`config.mk`:
```
export PLATFORM = sky130hd
export DESIGN_NAME = codec_pll_rate_decode
export DESIGN_NICKNAME = d
export VERILOG_FILES = /design/src/rtl/core/cprd_pkg.sv /design/src/rtl/core/cprd_divider.sv /design/src/rtl/core/codec_pll_rate_decode.sv
export VERILOG_INCLUDE_DIRS = /design/src /design/src/rtl/core
export SDC_FILE = /design/constraint.sdc
export NUM_CORES = 1
export LEC_CHECK = 0
export BUFFER_PORTS_ARGS = -buffer_cell sky130_fd_sc_hd__buf_2
export CAP_MARGIN = 10
export CORE_ASPECT_RATIO = 0.5
export CORE_MARGIN = 2
export CORE_UTILIZATION = 65
export DETAILED_ROUTE_END_ITERATION = 12
export MAX_ROUTING_LAYER = met4
export PLACE_DENSITY = 0.83
export RECOVER_POWER = 100
export SYNTH_ARGS = -nofsm -noshare
export SYNTH_HDL_FRONTEND = slang
export SYNTH_SLANG_ARGS = --single-unit
```
`constraint.sdc`:
```
create_clock -name clk -period 6.01 [get_ports clk]
set_input_delay 0.601 -clock clk [delete_from_list [all_inputs] [get_ports clk]]
set_output_delay 0.601 -clock clk [all_outputs]
set_load 0.005 [all_outputs]
```
`src/rtl/core/codec_pll_rate_decode_macros.svh`:
```
// ----------------------------------------------------------------------------
// codec_pll_rate_decode_macros
// Assertion macros shared by the rate decoder RTL. They sample on clk and
// are disabled while rst_n is low.
// ----------------------------------------------------------------------------
`ifndef CODEC_PLL_RATE_DECODE_MACROS_SVH
`define CODEC_PLL_RATE_DECODE_MACROS_SVH

// Same-cycle implication.
`define CPRD_ASSERT_NOW(label, ante, cons) \
    label: assert property (@(posedge clk) disable iff (!rst_n) (ante) |-> (cons)) \
        else $error("cprd assertion failed");

// Next-cycle implication.
`define CPRD_ASSERT_NEXT(label, ante, cons) \
    label: assert property (@(posedge clk) disable iff (!rst_n) (ante) |=> (cons)) \
        else $error("cprd assertion failed");

`endif

```
`src/rtl/core/cprd_pkg.sv`:
```
// ----------------------------------------------------------------------------
// cprd_pkg
// Widths, codes and divider decode helpers for the codec PLL rate decoder.
// ----------------------------------------------------------------------------
`default_nettype none

package cprd_pkg;

    localparam int MCLK_W    = 27;
    localparam int BYTE_W    = 8;
    localparam int M_W       = 8;
    localparam int N_W       = 5;
    localparam int P_W       = 4;
    localparam int MN_W      = M_W + N_W;
    localparam int DIV_W     = 15;                  // M*N*P up to 16384
    localparam int PRE_SHIFT = 4;                   // the constant factor 16
    localparam int DVD_W     = MCLK_W - PRE_SHIFT;
    localparam int DIV_STEPS = DVD_W;
    localparam int CNT_W     = $clog2(DIV_STEPS + 1);

    localparam int M_FLAG_BIT = 7;

    localparam logic [M_W-1:0] M_RESET = M_W'(128);
    localparam logic [N_W-1:0] N_RESET = N_W'(16);
    localparam logic [P_W-1:0] P_RESET = P_W'(8);

    typedef enum logic [2:0] {
        ST_IDLE,
        ST_MUL_MN,
        ST_MUL_P,
        ST_DIV,
        ST_DONE
    } state_t;

    function automatic logic [M_W-1:0] decode_m(input logic [BYTE_W-1:0] b);
        logic [6:0] code;
        code = b[6:0];
        return (code == 7'd0) ? M_RESET : {1'b0, code};
    endfunction

    function automatic logic [N_W-1:0] decode_n(input logic [BYTE_W-1:0] b);
        logic [3:0] code;
        code = b[6:3];
        return (code == 4'd0) ? N_RESET : {1'b0, code};
    endfunction

    function automatic logic [P_W-1:0] decode_p(input logic [BYTE_W-1:0] b);
        logic [2:0] code;
        code = b[2:0];
        return (code == 3'd0) ? P_RESET : {1'b0, code};
    endfunction

endpackage

`default_nettype wire

```
`src/rtl/core/cprd_divider.sv`:
```
// ----------------------------------------------------------------------------
// cprd_divider
// Radix-2 restoring divider, one quotient bit per cycle.
// ----------------------------------------------------------------------------
`default_nettype none

module cprd_divider (
    input  logic                       clk,
    input  logic                       rst_n,
    input  logic                       start,
    input  logic [cprd_pkg::DVD_W-1:0] dividend,
    input  logic [cprd_pkg::DIV_W-1:0] divisor,
    output logic                       done,
    output logic [cprd_pkg::DVD_W-1:0] quotient
);
    import cprd_pkg::*;

    logic                 busy_reg;
    logic                 done_reg;
    logic [CNT_W-1:0]     count_reg;
    logic [DIV_W-1:0]     rem_reg;
    logic [DIV_W-1:0]     rem_next;
    logic [DVD_W-1:0]     quo_reg;
    logic [DVD_W-1:0]     quo_next;
    logic [DIV_W-1:0]     div_reg;
    logic [DIV_W:0]       trial;
    logic [DIV_W:0]       diff;
    logic                 fits;

    always_comb
    begin
        trial    = {rem_reg, quo_reg[DVD_W-1]};
        diff     = trial - {1'b0, div_reg};
        fits     = (trial >= {1'b0, div_reg});
        rem_next = fits ? diff[DIV_W-1:0] : trial[DIV_W-1:0];
        quo_next = {quo_reg[DVD_W-2:0], fits};
    end

    always_ff @(posedge clk or negedge rst_n)
    begin
        if (!rst_n)
        begin
            busy_reg  <= 1'b0;
            done_reg  <= 1'b0;
            count_reg <= '0;
        end
        else
        begin
            done_reg <= 1'b0;
            if (start)
            begin
                busy_reg  <= 1'b1;
                count_reg <= CNT_W'(DIV_STEPS);
            end
            else if (busy_reg)
            begin
                count_reg <= count_reg - CNT_W'(1);
                if (count_reg == CNT_W'(1))
                begin
                    busy_reg <= 1'b0;
                    done_reg <= 1'b1;
                end
            end
        end
    end

    // payload: dividend shifts out the top as quotient bits shift in
    always_ff @(posedge clk)
    begin
        if (start)
        begin
            rem_reg <= '0;
            quo_reg <= dividend;
            div_reg <= divisor;
        end
        else if (busy_reg)
        begin
            rem_reg <= rem_next;
            quo_reg <= quo_next;
        end
    end

    assign done     = done_reg;
    assign quotient = quo_reg;

endmodule

`default_nettype wire

```
`src/rtl/core/codec_pll_rate_decode.sv`:
```
// Sequence from input accept to out_valid once both word kinds are seen:
// two multiply steps, 23 divider steps, output load; the divide is
// skipped when the rate is not yet valid. One item in flight: a new byte
// is taken only after the last result is loaded into the output register.
// Reset (rst_n, async low): held dividers 128/16/8, seen flags and master
// clock cleared, output empty.
// ----------------------------------------------------------------------------
// codec_pll_rate_decode
// Decodes codec clock-divider readback bytes into M, N, P and the sample
// rate master_clock_hz / (16*M*N*P).
// ----------------------------------------------------------------------------
`default_nettype none

`include "codec_pll_rate_decode_macros.svh"

module codec_pll_rate_decode (
    input  logic                        clk,
    input  logic                        rst_n,
    input  logic                        cfg_valid,
    output logic                        cfg_ready,
    input  logic [cprd_pkg::MCLK_W-1:0] master_clock_hz,
    input  logic                        in_valid,
    output logic                        in_stall,
    input  logic [cprd_pkg::BYTE_W-1:0] reg_byte,
    output logic                        out_valid,
    input  logic                        out_stall,
    output logic [cprd_pkg::MCLK_W-1:0] rate_hz,
    output logic                        rate_valid,
    output logic [cprd_pkg::M_W-1:0]    m_divider,
    output logic [cprd_pkg::N_W-1:0]    n_divider,
    output logic [cprd_pkg::P_W-1:0]    p_divider
);
    import cprd_pkg::*;

    state_t              state_reg;
    state_t              state_next;

    logic [MCLK_W-1:0]   mclk_reg;
    logic [M_W-1:0]      m_held_reg;
    logic [N_W-1:0]      n_held_reg;
    logic [P_W-1:0]      p_held_reg;
    logic                m_seen_reg;
    logic                pn_seen_reg;
    logic [MN_W-1:0]     mn_reg;
    logic [MN_W-1:0]     mn_prod;
    logic [DIV_W-1:0]    mnp_prod;

    logic                out_valid_reg;
    logic [MCLK_W-1:0]   rate_hz_reg;
    logic                rate_valid_reg;
    logic [M_W-1:0]      m_out_reg;
    logic [N_W-1:0]      n_out_reg;
    logic [P_W-1:0]      p_out_reg;

    logic                accept;
    logic                both_seen;
    logic                div_start;
    logic                div_done;
    logic [DVD_W-1:0]    div_quot;
    logic                out_load;

    assign both_seen = m_seen_reg && pn_seen_reg;
    assign mn_prod   = {{(MN_W-M_W){1'b0}}, m_held_reg} * {{(MN_W-N_W){1'b0}}, n_held_reg};
    assign mnp_prod  = {{(DIV_W-MN_W){1'b0}}, mn_reg} * {{(DIV_W-P_W){1'b0}}, p_held_reg};

    cprd_divider u_div (
        .clk      (clk),
        .rst_n    (rst_n),
        .start    (div_start),
        .dividend (mclk_reg[MCLK_W-1:PRE_SHIFT]),
        .divisor  (mnp_prod),
        .done     (div_done),
        .quotient (div_quot)
    );

    always_ff @(posedge clk or negedge rst_n)
    begin
        if (!rst_n)
        begin
            state_reg <= ST_IDLE;
        end
        else
        begin
            state_reg <= state_next;
        end
    end

    always_comb
    begin
        state_next = state_reg;
        in_stall   = 1'b1;
        accept     = 1'b0;
        div_start  = 1'b0;
        out_load   = 1'b0;
        case (state_reg)
            ST_IDLE:
            begin
                in_stall = 1'b0;
                accept   = in_valid;
                if (in_valid)
                begin
                    state_next = ST_MUL_MN;
                end
            end
            ST_MUL_MN:
            begin
                state_next = ST_MUL_P;
            end
            ST_MUL_P:
            begin
                // skip the divide while the rate is not valid
                if (both_seen)
                begin
                    div_start  = 1'b1;
                    state_next = ST_DIV;
                end
                else
                begin
                    state_next = ST_DONE;
                end
            end
            ST_DIV:
            begin
                if (div_done)
                begin
                    state_next = ST_DONE;
                end
            end
            ST_DONE:
            begin
                // hold until the output register is free
                if (!out_valid_reg || !out_stall)
                begin
                    out_load   = 1'b1;
                    state_next = ST_IDLE;
                end
            end
            default:
            begin
                state_next = ST_IDLE;
            end
        endcase
    end

    always_ff @(posedge clk or negedge rst_n)
    begin
        if (!rst_n)
        begin
            mclk_reg      <= '0;
            m_held_reg    <= M_RESET;
            n_held_reg    <= N_RESET;
            p_held_reg    <= P_RESET;
            m_seen_reg    <= 1'b0;
            pn_seen_reg   <= 1'b0;
            out_valid_reg <= 1'b0;
        end
        else
        begin
            if (cfg_valid)
            begin
                mclk_reg <= master_clock_hz;
            end
            if (accept)
            begin
                if (reg_byte[M_FLAG_BIT])
                begin
                    m_held_reg <= decode_m(reg_byte);
                    m_seen_reg <= 1'b1;
                end
                else
                begin
                    n_held_reg  <= decode_n(reg_byte);
                    p_held_reg  <= decode_p(reg_byte);
                    pn_seen_reg <= 1'b1;
                end
            end
            if (out_load)
            begin
                out_valid_reg <= 1'b1;
            end
            else if (!out_stall)
            begin
                out_valid_reg <= 1'b0;
            end
        end
    end

    always_ff @(posedge clk)
    begin
        if (state_reg == ST_MUL_MN)
        begin
            mn_reg <= mn_prod;
        end
        if (out_load)
        begin
            rate_hz_reg    <= both_seen ? {{PRE_SHIFT{1'b0}}, div_quot} : '0;
            rate_valid_reg <= both_seen;
            m_out_reg      <= m_held_reg;
            n_out_reg      <= n_held_reg;
            p_out_reg      <= p_held_reg;
        end
    end

    assign cfg_ready  = 1'b1;
    assign out_valid  = out_valid_reg;
    assign rate_hz    = rate_hz_reg;
    assign rate_valid = rate_valid_reg;
    assign m_divider  = m_out_reg;
    assign n_divider  = n_out_reg;
    assign p_divider  = p_out_reg;

    `CPRD_ASSERT_NEXT(a_accept_to_mul, in_valid && !in_stall, state_reg == ST_MUL_MN)
    `CPRD_ASSERT_NOW(a_done_in_div, div_done, state_reg == ST_DIV)
    `CPRD_ASSERT_NOW(a_start_needs_seen, div_start, m_seen_reg && pn_seen_reg)
    `CPRD_ASSERT_NOW(a_invalid_rate_zero, out_valid && !rate_valid, rate_hz == '0)

endmodule

`default_nettype wire

```
# --- Word level (Yosys, flattened, before mapping) ---
# Index checks and enable logic that the tools add are counted.
classes:
  reduce_logical: 12
  mul: 2
  bitwise: 1
  add_sub_neg: 2
  order_cmp: 1
  n_eq_ne: 9
  muxes: 27
op_table:
  columns: ["operator", "n"]
  rows:
  - ["23-bit two-way mux", 2]
  - ["16-bit by 15-bit >= comparator with 1-bit output", 1]
  - ["13-bit by 4-bit multiplier with 15-bit output", 1]
  - ["15-bit two-way mux", 1]
  - ["5-bit two-way mux", 3]
  - ["3-bit one-hot mux with 5 select lines", 1]
  - ["15-bit subtractor", 1]
  - ["1-bit two-way mux", 14]
  - ["8-bit by 5-bit multiplier with 13-bit output", 1]
  - ["3-bit two-way mux", 4]
  - ["8-bit two-way mux", 1]
  - ["7-bit zero test", 1]
  - ["3-bit by 2-bit equality test with 1-bit output, second input constant", 2]
  - ["3-bit zero test", 2]
  - ["5-bit by 1-bit equality test with 1-bit output, second input constant", 1]
  - ["5-bit by 1-bit subtractor with 5-bit output, second input constant", 1]
  - ["4-bit zero test", 1]
  - ["4-bit two-way mux", 1]
  - ["2-bit by 1-bit != test with 1-bit output, second input constant", 2]
  - ["2-bit != test, second input constant", 2]
  - ["2-bit AND reduction", 2]
  - ["3-bit by 1-bit equality test with 1-bit output, second input constant", 1]
  - ["3-bit equality test, second input constant", 1]
  - ["3-bit AND reduction", 1]
  - ["5 further kinds", 6]
totals:
  ff_bits: 168
  out_inout_bits: 48

# --- Longest topological paths before layout ---
depth:
  depth_word: 5
  depth_mapped: 14
  mapped_depth_nobuf: 14

# --- Hierarchy ---
# Synthesis repeated with hierarchy kept, for this count alone.
hier_totals:
  cells_unflattened: 841
  hier_area_um2: 9524.1
modules_own_cells:
  columns: ["mod", "area_each_um2", "n_inst", "cells_each"]
  rows:
  - ["codec_pll_rate_decode", 6219.7, 1, 543]
  - ["cprd_divider", 3304.4, 1, 298]

# --- Least setup slack after synthesis ---
# Ideal clock, no wire load.
synth_timing:
  path_kind: "register to register"
  start: "register n_held_reg[4]"
  end: "register mn_reg[12], data pin"
  slack_ps: 2168
  required_time_ps: 5815
  synth_period_minus_slack_ps: 3842
  path_buffers: 0
  arrival_time_ps: 3647
  path_stages_with_launch: 13
  cell_sequence: "dfstp_2 nand2_1 fa_1 fa_1 fa_1 inv_1 ha_1 a21o_1 a21oi_1 o21bai_1 a21oi_1 o21ai_0 o311ai_0"
synth_between:
  elab_chain_cells: 1
synth_lines:
  columns: ["item", "line", "source"]
  rows:
  - ["start: declaration", "codec_pll_rate_decode.sv:40", "logic [N_W-1:0] n_held_reg;"]
  - ["start signal: assignment", "codec_pll_rate_decode.sv:172", "n_held_reg <= decode_n(reg_byte);"]
  - ["8-bit by 5-bit multiplier with 13-bit output", "codec_pll_rate_decode.sv:63", "assign mn_prod = {{(MN_W-M_W){1'b0}}, m_held_reg} * {{(MN_W-N_W){1'b0}}, n_held_reg};"]
  - ["net mn_prod[12]", "codec_pll_rate_decode.sv:45", "logic [MN_W-1:0] mn_prod;"]
  - ["end signal: assignment", "codec_pll_rate_decode.sv:192", "mn_reg <= mn_prod;"]
  - ["end: declaration", "codec_pll_rate_decode.sv:44", "logic [MN_W-1:0] mn_reg;"]
# The timed path passes the listed nets, and every way through them passes these cells.
# A chain may end at the register's enable or synchronous reset.

# --- Worst setup path in the final report ---
layout_timing:
  start: "register m_seen_reg"
  end: "register u_div.done_reg, in the netlist u_div.done"
layout_between:
  elab_chain_cells: 4
layout_lines:
  columns: ["item", "line", "source"]
  rows:
  - ["start: declaration", "codec_pll_rate_decode.sv:42", "logic m_seen_reg;"]
  - ["start signal: assignment", "codec_pll_rate_decode.sv:153", "m_seen_reg <= 1'b0;"]
  - ["start signal: assignment", "codec_pll_rate_decode.sv:168", "m_seen_reg <= 1'b1;"]
  - ["1-bit logical AND", "codec_pll_rate_decode.sv:62", "assign both_seen = m_seen_reg && pn_seen_reg;"]
  - ["net both_seen", "codec_pll_rate_decode.sv:56", "logic both_seen;"]
  - ["1-bit two-way mux", "codec_pll_rate_decode.sv:112", "if (both_seen)"]
  - ["1-bit two-way mux", "codec_pll_rate_decode.sv:95", "case (state_reg)"]
  - ["1-bit two-way mux", "cprd_divider.sv:50", "if (start)"]
  - ["end signal: assignment", "cprd_divider.sv:44", "done_reg <= 1'b0;"]
  - ["end signal: assignment", "cprd_divider.sv:49", "done_reg <= 1'b0;"]
  - ["end signal: assignment", "cprd_divider.sv:61", "done_reg <= 1'b1;"]
  - ["end: declaration", "cprd_divider.sv:19", "logic done_reg;"]
# The timed path passes the listed nets, and every way through them passes these cells.

==> impl_metrics.json <==
{
  "worst_setup_path_end_kind": "flip-flop",
  "hold_viol_final": 0,
  "violations": "max-capacitance violations, max-slew violations",
  "r2r_cells": 7,
  "dieArea_um2": 15500,
  "clk_latency_ns": 0.43,
  "ys_seq_elements": 160,
  "coreArea_um2": 14300,
  "synth-edff-count": 92,
  "hold_depth": 2,
  "finalSetupTns_ns": 0,
  "chipWidth_um": 174,
  "die_height_um": 89.1,
  "power_w": 0.00696,
  "diodes": 0,
  "antenna_found_initial": 0,
  "wire_per_inst_um": 15.8,
  "critPathMaxFanout": 45,
  "mostFrequentLayoutCell": "nand2_1",
  "met3_wirelength_um": 1040,
  "crit_chain": "and2_0 -> nand2_1 -> or3_1 -> clkbuf_1 -> clkinv_1 -> clkbuf_1 -> nor3_1",
  "grt_pass1_vias": 6459,
  "io_buffer_count": 78,
  "met1_length_um": 7910,
  "reg2reg_slack_ns": 1.27,
  "cts_tree": "built",
  "worst_pin_slew_ns": 2.96,
  "initial_core_util_pct": 65.8,
  "min_from": "master_clock_hz[14]",
  "final_antenna_net_count": 0,
  "route.met2.wl_um": 9110,
  "hpwl_um": 12500,
  "rsz0062_at_grt": "false",
  "cts_sinks": 160,
  "cellPowerDensity_nw_per_um2": 660,
  "crit_top_cell": "clkbuf_1",
  "post_cts_resized": 0,
  "grt_start_max_net_pins": 54,
  "critPathBufInv": 3,
  "required_ns": 6.27,
  "htreeDepth": 4,
  "avgSynthCellArea_um2": 10.8,
  "post_dp_cell_area_um2": 9960,
  "drc": 0,
  "timing.final.crit_share_pct": 78.9,
  "slew_viol_final": 158,
  "reg2reg_to": "u_div.done",
  "clkTransAtPathRegs_ns": 0.07,
  "routed_via_density": 5.65,
  "status": "complete, but fails checks",
  "multiInputGateArea_um2": 4540,
  "p_leak_nw": 4.75,
  "critical_path_class": "flip-flop to flip-flop",
  "vias": 6546,
  "fill_cells": 945,
  "rows": 31,
  "drive_above_1_share_pct": 13.9,
  "top_layer_used": "met4",
  "setup_violations": 0,
  "worstHoldEndpoint": "mclk_reg[14]",
  "grt.total_usage_pct": 25.8,
  "max_cap_viol_count": 4,
  "crit_arrival_ns": 5.01,
  "layout_common_cells": "139 x nand2_1, 93 x inv_1, 92 x edfxtp_1",
  "ios": 88,
  "gp_congestion": 0.840,
  "yosysWarnings": 0,
  "async_flop_share_pct": 33.1,
  "stdcell_area_um2": 10500,
  "crit_family": "buffers and inverters",
  "register_area_um2": 4390,
  "cts_buffers": 17,
  "synthFlopType": "edfxtp_1",
  "relSlewSlack_pct": -97.1,
  "final_nets": 1083,
  "drt-pass1-iter-count": 5,
  "cts_setup_buffers": 0,
  "dr.first_iter.drc_count": 416,
  "dp_cells": 1127,
  "overflow": 0,
  "worstReg2RegStart": "m_seen_reg",
  "seq_area_frac_synth_pct": 46.7,
  "clock_path_buffers": 2,
  "hold_class": "primary input to flip-flop",
  "peakVddDrop_v": 0.000325,
  "hold_buffers": 0,
  "routed_wirelength_um": 18300,
  "period_needed_ns": 4.74,
  "start_kind": "flip-flop",
  "area_delta_synth_final_pct": 11.9,
  "max_freq_ghz": 0.211,
  "netlist_instances": 875,
  "cp_slowest_cell": "clkbuf_1",
  "slowest_delay_ns": 1.28,
  "grt_pass1_wl_um": 30400,
  "cts_root_buffer": "clkbuf_16",
  "synthesis.area_um2": 9410,
  "fin_cells": 1159,
  "skew_ns": 0.0153,
  "yosys.cell_types.count": 64
}
[layout make-up]
cell class                 instances  area share, %
timing repair buffer              82           3.52
tap                              198           2.35
clock inverter                    11           1.72
clock buffer                      21           4.28
inverter                          94           3.35
sequential                       160           41.7
multi-input combinational        593           43.1
[where the power goes]
part | switching (W) | total (W) | internal, W
sequential | 0.000347 | 0.00212 | 0.00177
clock | 0.000441 | 0.00115 | 0.000712
combinational | 0.00207 | 0.00368 | 0.00161
[cell usage after synthesis (7+ instances only)]
| cell | number | share of area, % |
|---|---|---|
| nand2_1 | 139 | 5.5 |
| xor2_1 | 11 | 1.0 |
| o21ai_0 | 17 | 0.90 |
| a211oi_1 | 9 | 0.72 |
| nor3_1 | 14 | 0.74 |
| fa_1 | 41 | 8.7 |
| clkbuf_1 | 22 | 0.88 |
| ha_1 | 54 | 7.2 |
| nor2_1 | 31 | 1.2 |
| a21oi_1 | 37 | 2.0 |
| and3_1 | 26 | 1.7 |
| xnor2_1 | 20 | 1.9 |
| edfxtp_1 | 92 | 29 |
| and2_1 | 55 | 3.7 |
| a21o_1 | 7 | 0.56 |
| mux2_2 | 39 | 4.7 |
| dfxtp_1 | 15 | 3.2 |
| dfrtp_1 | 50 | 13 |
| nand3_1 | 7 | 0.37 |
| inv_1 | 93 | 3.7 |
[metal layers]
layer	GRT usage, %	vias to the layer above
met5	-	-
met4	7.56	0
met3	5.06	31
met2	44.8	185
met1	31.6	3213
li1	-	3117
[cells by family (layout without fill, tap and decap cells)]
| group | Yosys count | after routing | synth area share, % |
|---|---|---|---|
| and+or+nand+nor | 302 | 302 | 15.5 |
| DFF | 160 | 160 | 46.7 |
| buffers and inverters | 125 | 208 | 5.26 |
| AOI/OAI and AO/OA | 117 | 117 | 8.64 |
| adders and majority gates | 95 | 95 | 15.9 |
| muxes | 43 | 43 | 5.09 |
| xor gates and xnor gates | 31 | 31 | 2.88 |
| other | 2 | 5 | 0.0798 |
[worst register-to-register path: stages, from the launching register on]
cell	delay, ns
dfrtp_1	0.63
and2_0	0.33
nand2_1	0.11
or3_1	0.11
clkbuf_1	1.28
clkinv_1	0.48
clkbuf_1	0.95
nor3_1	0.70
[stage by stage]
step / worst slack, ns / hold WS (ns) / util [%]
floorplan: 2.17 / 0.305 / -
global placement: 1.85 / 0.471 / 69.6
CTS: 1.76 / 0.328 / 74.0
detailed placement: 1.79 / 0.482 / 69.6
finish: 1.27 / 0.413 / 73.6
global route: 0.842 / 0.409 / 73.6
[how the worst max path moves through the flow]
stage | start | endpoint | slack [ns] | depth (start not counted)
after floorplan | n_held_reg[4] | mn_reg[12] | 2.17 | 12
after global placement | n_held_reg[4] | mn_reg[12] | 1.85 | 12
after detailed placement | n_held_reg[4] | mn_reg[12] | 1.79 | 12
after CTS | n_held_reg[4] | mn_reg[12] | 1.76 | 12
after global routing | m_seen_reg | u_div.done | 0.84 | 7
final | m_seen_reg | u_div.done | 1.27 | 7
(Power assumes the default switching activity.)
